===== config.mk =====
export PLATFORM = sky130hd
export DESIGN_NAME = prw_controller
export DESIGN_NICKNAME = d
export VERILOG_FILES = /design/src/sv/particle_resampling_wheel_macros.svh /design/src/sv/prw_pkg.sv /design/src/sv/prw_controller.sv
export SDC_FILE = /design/constraint.sdc
export NUM_CORES = 1
export LEC_CHECK = 0
export ABC_CLOCK_PERIOD_IN_PS = 3230
export BUFFER_PORTS_ARGS = -buffer_cell sky130_fd_sc_hd__buf_2
export CORE_AREA = 10 10 47 49
export DETAILED_ROUTE_END_ITERATION = 10
export DIE_AREA = 0 0 57 59
export PLACE_DENSITY = 0.68
export SYNTH_ARGS = -nofsm -noshare
export SYNTH_HDL_FRONTEND = slang
export SYNTH_SLANG_ARGS = --single-unit

===== constraint.sdc =====
create_clock -name clk -period 3.23 [get_ports clk]
set_clock_uncertainty 0.15 [all_clocks]
set_input_delay 0.323 -clock clk [delete_from_list [all_inputs] [get_ports clk]]
set_output_delay 0.323 -clock clk [all_outputs]
set_load 0.005 [all_outputs]

===== src/sv/particle_resampling_wheel_macros.svh =====
// assertion macros for the resampling wheel top level
// each use expects signals named clk and rst in its scope
`ifndef PARTICLE_RESAMPLING_WHEEL_MACROS_SVH
`define PARTICLE_RESAMPLING_WHEEL_MACROS_SVH

// same-cycle implication, off while in reset
`define PRW_ASSERT_IMPLY(lbl, ante, cons) \
  lbl: assert property (@(posedge clk) disable iff (rst) (ante) |-> (cons)) \
    else $error("prw: same-cycle check failed");

// next-cycle implication, off while in reset
`define PRW_ASSERT_NEXT(lbl, ante, cons) \
  lbl: assert property (@(posedge clk) disable iff (rst) (ante) |=> (cons)) \
    else $error("prw: next-cycle check failed");

`endif


===== src/sv/prw_pkg.sv =====
// shared types, field widths and codes for the resampling wheel
// used by the interfaces, controller, datapath and top level
package prw_pkg;

  // default sizes handed to the top level parameters
  localparam int MAX_PARTICLES_DEF = 256;
  localparam int WEIGHT_BITS_DEF   = 16;

  // request and result field widths
  localparam int OPCODE_W = 2;
  localparam int SLOT_W   = 8;
  localparam int WEIGHT_W = 16;
  localparam int START_W  = 8;
  localparam int FRAC_W   = 16;
  localparam int INDEX_W  = 8;

  // configuration port
  localparam int COUNT_REG_W = 9;
  localparam int FACTOR_W    = 8;
  localparam int CFG_DATA_W  = 9;
  localparam int CFG_INDEX_W = 1;

  localparam logic [CFG_INDEX_W-1:0] REG_PARTICLE_COUNT  = CFG_INDEX_W'(0);
  localparam logic [CFG_INDEX_W-1:0] REG_RESAMPLE_FACTOR = CFG_INDEX_W'(1);

  localparam logic [COUNT_REG_W-1:0] RESET_COUNT  = 9'd256;
  localparam logic [FACTOR_W-1:0]    RESET_FACTOR = 8'd128;

  // threshold scale: sum^2 is weighed in 256ths
  localparam int RESAMPLE_SHIFT = 8;
  // fraction/65536 times two collapses to one right shift
  localparam int DRAW_SHIFT = FRAC_W - 1;

  typedef enum logic [OPCODE_W-1:0] {
    OP_LOAD  = 2'd0,
    OP_BEGIN = 2'd1,
    OP_DRAW  = 2'd2
  } opcode_t;

  localparam logic KIND_SUMMARY = 1'b0;
  localparam logic KIND_SAMPLE  = 1'b1;

  // controller to datapath
  typedef struct packed {
    logic take_item;
    logic write_weight;
    logic scan_start;
    logic scan_issue;
    logic mul_load_sq;
    logic mul_load_rhs;
    logic mul_step;
    logic save_lhs;
    logic begin_finish;
    logic draw_mul;
    logic draw_prep;
    logic walk_step;
    logic emit;
  } prw_cmd_t;

  // datapath to controller
  typedef struct packed {
    logic item_accepted;
    logic op_load;
    logic op_begin;
    logic op_draw;
    logic scan_last;
    logic scan_idle;
    logic mul_done;
    logic walk_stop;
    logic out_free;
  } prw_status_t;

endpackage


===== src/sv/prw_controller.sv =====
// sequencing state machine of the resampling wheel
// depends on prw_pkg for the command and status structs
module prw_controller (
  input  logic                 clk,
  input  logic                 rst,
  input  prw_pkg::prw_status_t status,
  output prw_pkg::prw_cmd_t    cmd
);

  typedef enum logic [3:0] {
    S_IDLE,
    S_DISPATCH,
    S_SCAN,
    S_DRAIN,
    S_MUL_SQ,
    S_MUL_RHS,
    S_DRAW_PREP,
    S_WALK,
    S_EMIT
  } state_t;

  state_t state;
  state_t state_next;

  // state register
  always_ff @(posedge clk) begin
    if (rst) begin
      state <= S_IDLE;
    end else begin
      state <= state_next;
    end
  end

  // next state and commands
  always_comb begin
    cmd        = '0;
    state_next = state;
    unique case (state)
      S_IDLE: begin
        cmd.take_item = 1'b1;
        if (status.item_accepted) state_next = S_DISPATCH;
      end
      S_DISPATCH: begin
        if (status.op_load) begin
          cmd.write_weight = 1'b1;
          state_next       = S_IDLE;
        end else if (status.op_begin) begin
          cmd.scan_start = 1'b1;
          state_next     = S_SCAN;
        end else if (status.op_draw) begin
          cmd.draw_mul = 1'b1;
          state_next   = S_DRAW_PREP;
        end else begin
          state_next = S_IDLE;
        end
      end
      // one slot read per cycle
      S_SCAN: begin
        cmd.scan_issue = 1'b1;
        if (status.scan_last) state_next = S_DRAIN;
      end
      S_DRAIN: begin
        if (status.scan_idle) begin
          cmd.mul_load_sq = 1'b1;
          state_next      = S_MUL_SQ;
        end
      end
      // sum squared, then factor*count*sumsq
      S_MUL_SQ: begin
        if (status.mul_done) begin
          cmd.save_lhs     = 1'b1;
          cmd.mul_load_rhs = 1'b1;
          state_next       = S_MUL_RHS;
        end else begin
          cmd.mul_step = 1'b1;
        end
      end
      S_MUL_RHS: begin
        if (status.mul_done) begin
          cmd.begin_finish = 1'b1;
          state_next       = S_EMIT;
        end else begin
          cmd.mul_step = 1'b1;
        end
      end
      S_DRAW_PREP: begin
        cmd.draw_prep = 1'b1;
        state_next    = S_WALK;
      end
      // one wheel slot per cycle
      S_WALK: begin
        cmd.walk_step = 1'b1;
        if (status.walk_stop) state_next = S_EMIT;
      end
      S_EMIT: begin
        if (status.out_free) begin
          cmd.emit   = 1'b1;
          state_next = S_IDLE;
        end
      end
      default: state_next = S_IDLE;
    endcase
  end

endmodule


==> metrics, run 1 <==
Hold Crit Endpoint state[1]$_SDFFE_PP0P_; clock buffer count from CTS 3; Post-Syn Nets 64; Worst Setup End Kind output pin; worst skew pair latency between 0.2 and 0.25 ns; post-cts resize count 0; slowest CP cell dfxtp_1; routed vias around 500; Yosys warnings 0; Die Y ~59 µm; commonest cells after routing, fill and taps aside buf_2, nor2_1, nor3_1; Tmin final between 2 and 2.5 ns; Fin Setup TNS 0 ns; worst r2r dst state[2]$_SDFFE_PP0P_; most common cell after layout, fill and taps aside buf_2; GRT Overall Usage ~7.4%; Final Net Count between 80 and 90; Pre-antenna DRT Iters 2; cell internal pwr between 100 and 150 µW; largest register by flop count state; Setup crit start kind flop; slew margin rel. between 60% and 70%; Synth Area per Inst roughly 7.2 µm²; vias in the first global route between 400 and 500; total power draw around 230 µW; CTS Hold Bufs 0; leakage 0.000260 µW; WL met3 approximately 110 µm; biggest regs state: 4 flops; Post-DP HPWL about 1000 µm; Core ar. around 1400 µm²; root buffer cell clkbuf_4; Rows 14; crit path max fanout 14; P_sw roughly 85 µW; Post-Synthesis Cells 53; PortBufs 23; Worst Hold Launch rst; CTS max path bufs 2; initial antenna violation count 0; Met2 Wirelength 508 µm; Reg power frac roughly a third; status complete, no violations; sequential share of the synthesized area between 20% and 30%; TritonCTS clock tree done; DIE AREA 3360 µm²; first-pass GRT wire length between 2000 and 2500 µm; final hold slack around 0.15 ns; Reg2Reg Depth 4; Synth Register Bits 4; # Max-Cap Violations 0; clk sink count 4; Comb power frac approximately 40%; Tightest Pin Transition a little over 0.5 ns; CP Data Required Time around 2.8 ns; clock transition at the registers of the reported paths approximately 0.040 ns; drt via density 5.43; Starting Density a little over a quarter; Final Max Tran Viols 0; RSZ-0062 raised after global routing false; power per cell area between 400 and 500 nW/µm²; largest net degree at the start of global routing 16; antenna cells 0; worst hold path cell count 2; Die X approximately 57 µm; Layout area overhead 35.8%; drc violations 0; Congestion Overflow GR 0; fmax 0.403 GHz; max reg flops 4; slowest stage delay, CP roughly 0.56 ns; Max VDD drop 257 µV; critical path arrival 2.01 ns; final hold violation count 0; reg2reg start state[0]$_SDFFE_PP0P_; min-delay worst type primary input to flop; synth unique cells 30; synthesized cell area 384 µm²; fraction of layout cells with a size suffix above 1 between 30% and 40%; Post-Route M1 WL 601 µm; Top Layer Used met4; IO Pins 24; flop-to-flop setup slack around 1.1 ns; Post-DRT Antenna Nets 0; Max H-tree Level 1; GP Congestion 0.840; Iteration-0 DRC Markers 10; Fill cells ~160; Tcrit/Tclk final between 70 and 80%; wire length per cell 13.5 µm; crit-path cells or4b_4, nor4b_1, buf_2; clock share of power 27.0%; Switching Fraction between 30% and 40%; final setup violation count 0; final wirelength 1230 µm; critical setup path kind flop to output pin; setup bufs post-CTS 0
==> logic make-up after synthesis <==
| group | Yosys count | share of synthesized area, % |
|---|---|---|
| flops | 4 | 20.8 |
| simple gates | 30 | 45.3 |
| buf+inv | 6 | 7.17 |
| compound gates | 11 | 21.5 |
| mux | 2 | 5.21 |
==> per-stage QoR <==
stage | util (%) | setup slack (ns) | instances | area (µm²)
final | 37.2 | 0.748 | 91 | 522
after global routing | 37.2 | 0.643 | 91 | 522
after CTS | 37.2 | 0.772 | 91 | 522
after detailed placement | 35.6 | 1.04 | 88 | 499
after global placement | 35.6 | 1.09 | 88 | 499
after floorplan | - | 1.36 | 53 | 384
==> Yosys cell counts (all sizes together) <==
cell type	number	area (µm²)
o41ai	1	8.76
buf	2	12.5
and4	1	8.76
mux2i	2	20.0
nand2b	1	6.26
nor4	1	6.26
o21a	1	7.51
nor2b	1	6.26
or2b	1	7.51
a32o	1	10.0
inv	2	7.51
or4b	1	13.8
nand2	2	7.51
dfxtp	4	80.1
nand3	2	10.0
a311o	1	10.0
a31o	1	8.76
nor4b	1	8.76
o21ai	3	15.0
and3	2	12.5
and3b	1	8.76
nor3b	2	15.0
a21oi	1	5.00
a32oi	1	8.76
clkbuf	2	7.51
o31a	1	8.76
or4	1	7.51
nor2	8	30.0
nor3	5	25.0
==> power by group through the flow <==
stage | Sequential [µW] | Clock, µW | Combinational (µW)
after floorplan | 64.5 | 0 | 74.1
after global placement | 77.3 | 0 | 90.3
after detailed placement | 78.3 | 0 | 92.4
after CTS | 77.6 | 64.2 | 92.9
after global routing | 81.3 | 67.1 | 104
final | 78.2 | 62.3 | 90.5
==> area by class of cell <==
| type | instances | area (µm²) | share of cell area, % |
|---|---|---|---|
| timing repair buffer | 23 | 115 | 22.1 |
| inverter | 2 | 7.51 | 1.44 |
| multi-input combinational | 43 | 277 | 53.0 |
| sequential | 4 | 80.1 | 15.3 |
| tap | 16 | 20.0 | 3.84 |
| clock buffer | 3 | 22.5 | 4.32 |
==> per-layer routing <==
layer | global-route usage, % | up-vias
met5 | 0 | -
met4 | 3.02 | 0
met3 | 3.65 | 3
met2 | 11.5 | 19
met1 | 8.46 | 224
li1 | - | 248
==> worst max path at each step <==
stage | startpoint | to | slack, ns
finish | state[0]$_SDFFE_PP0P_ | cmd[3] | 0.75
global route | state[0]$_SDFFE_PP0P_ | cmd[3] | 0.64
CTS | state[0]$_SDFFE_PP0P_ | cmd[3] | 0.77
detailed placement | state[0]$_SDFFE_PP0P_ | cmd[3] | 1.04
global placement | state[0]$_SDFFE_PP0P_ | cmd[3] | 1.09
floorplan | state[2]$_SDFFE_PP0P_ | state[1]$_SDFFE_PP0P_ | 1.36
==> critical path, delay by kind of cell, from the launching register on <==
kind	cells	cell delay [ns]
simple gates	2	1.01
flops	1	0.56
buf+inv	1	0.21
No activity file was read; power rests on OpenSTA's default activity.
==> run 2: changes to the inputs <==
ABC_CLOCK_PERIOD_IN_PS = 2450   (was 3230)
clock period = 2.45 ns   (was 3.23 ns; I/O delays follow)
==> run 2 against run 1 <==
Compared with the run above: global-route usage is 0.14 points lower; first-iteration DRC count down 20%; register-to-register slack lost 0.67 ns; die area is the same; hold slack worse by 0.073 ns; combinational power rose by 59%; wire length up 0.73%; utilization up 0.54 points; largest power group unchanged; highest routed layer unchanged.
==> metrics, run 2 (synthesis results as in run 1) <==
status complete, no violations; Max H-tree Level 1; Rows 14; final hold violation count 0; routed vias around 500; drc violations 0; GP Congestion between 0.8 and 0.9; Max VDD drop ~250 µV; most common cell after layout, fill and taps aside buf_2; power per cell area 594 nW/µm²; Worst Setup End Kind output pin; post-cts resize count 0; GRT Overall Usage under 10%; TritonCTS clock tree done; min-delay worst type primary input to flop; Congestion Overflow GR 0; Post-DP HPWL 1020 µm; clock buffer count from CTS 3; Iteration-0 DRC Markers 8; slew margin rel. between 70 and 80%; Post-DRT Antenna Nets 0; leakage between 0.0002 and 0.0003 µW; Critical path origin state[1]$_SDFFE_PP0P_; Fin Setup TNS 0 ns; Tcrit/Tclk final 90.9%; CP Data Required Time around 2.1 ns; Final Net Count just under 90; vias in the first global route roughly 480; IO Pins 24; worst skew pair latency between 0.2 and 0.25 ns; initial antenna violation count 0; CTS max path bufs 2; setup bufs post-CTS 0; antenna cells 0; fraction of layout cells with a size suffix above 1 38.2%; max reg flops 4; Worst Hold Launch rst; final worst setup slack about 0.22 ns; Layout area overhead 37.8%; Die Y 59 µm; Tmin final approximately 2.2 ns; fmax 0.449 GHz; Core ar. about 1400 µm²; Starting Density a little over a quarter; crit path max fanout 15; Final Max Tran Viols 0; CTS Hold Bufs 0; largest net degree at the start of global routing 16; pre-CTS WS 0.446 ns; # Max-Cap Violations 0; Die X 57 µm; clock transition at the registers of the reported paths ~0.04 ns; RSZ-0062 raised after global routing false; final setup violation count 0; drt via density approximately 5.4; critical setup path kind flop to output pin; DIE AREA roughly 3400 µm²; first-pass GRT wire length 2040 µm; Pre-antenna DRT Iters 4; wire length per cell around 13 µm; Setup crit start kind flop; final wirelength 1240 µm; biggest regs state: 4 flops; root buffer cell clkbuf_4; reg2reg start state[1]$_SDFFE_PP0P_; Tightest Pin Transition between 0.4 and 0.5 ns; clk sink count 4; critical path arrival 1.83 ns; largest register by flop count state; commonest cells after routing, fill and taps aside buf_2, nor2_1, nor3_1; PortBufs 23
run 2: changes by cell type in the layout (fill, tap and decap cells not counted):
cell   delta
buf_4     +1
run 2: layout make-up:
cell class,count,area [µm²]
Multi-Input combinational cell,43,277
Inverter,2,7.51
Sequential cell,4,80.1
Clock buffer,3,22.5
Timing Repair Buffer,24,123
Tap cell,16,20.0
Fill cell,163,872
run 2: final timing paths:
path	end	slack, ns	cells after the start
worst max-delay path	cmd[3]	0.22	3
worst max register to register	state[1]$_SDFFE_PP0P_	0.43	4
worst min register to register	state[3]$_SDFFE_PP0P_	0.47	2
worst min-delay path	state[1]$_SDFFE_PP0P_	0.07	2
run 2: stage by stage:
step                      instance area [µm²]  hold slack, ns  utilization (%)  instances  total power [µW]
final                                     529          0.0732             37.8         92               314
after global routing                      529          0.0734             37.8         92               336
after CTS                                 529          0.0593             37.8         92               318
after detailed placement                  507           0.311             36.2         89               233
after global placement                    507           0.308             36.2         89               231
after floorplan                           384           0.164                -         53               183
run 2: routing by layer:
layer,GRT usage (%),vias up,wire length (µm)
met5,0,-,0
met4,4.03,0,14
met3,3.22,2,137
met2,11.0,25,520
met1,8.31,218,566
li1,-,250,-
run 2: power by group:
part	switching, µW	leakage [µW]	internal, µW
clock	27.7	0.0000138	54.8
sequential	12.7	0.0000326	74.8
combinational	75.2	0.000219	68.9
run 2: worst max-delay path: stages (launching register included):
cell	delay [ns]
dfxtp_1	0.43
or4b_4	0.56
nor4b_1	0.41
buf_2	0.20
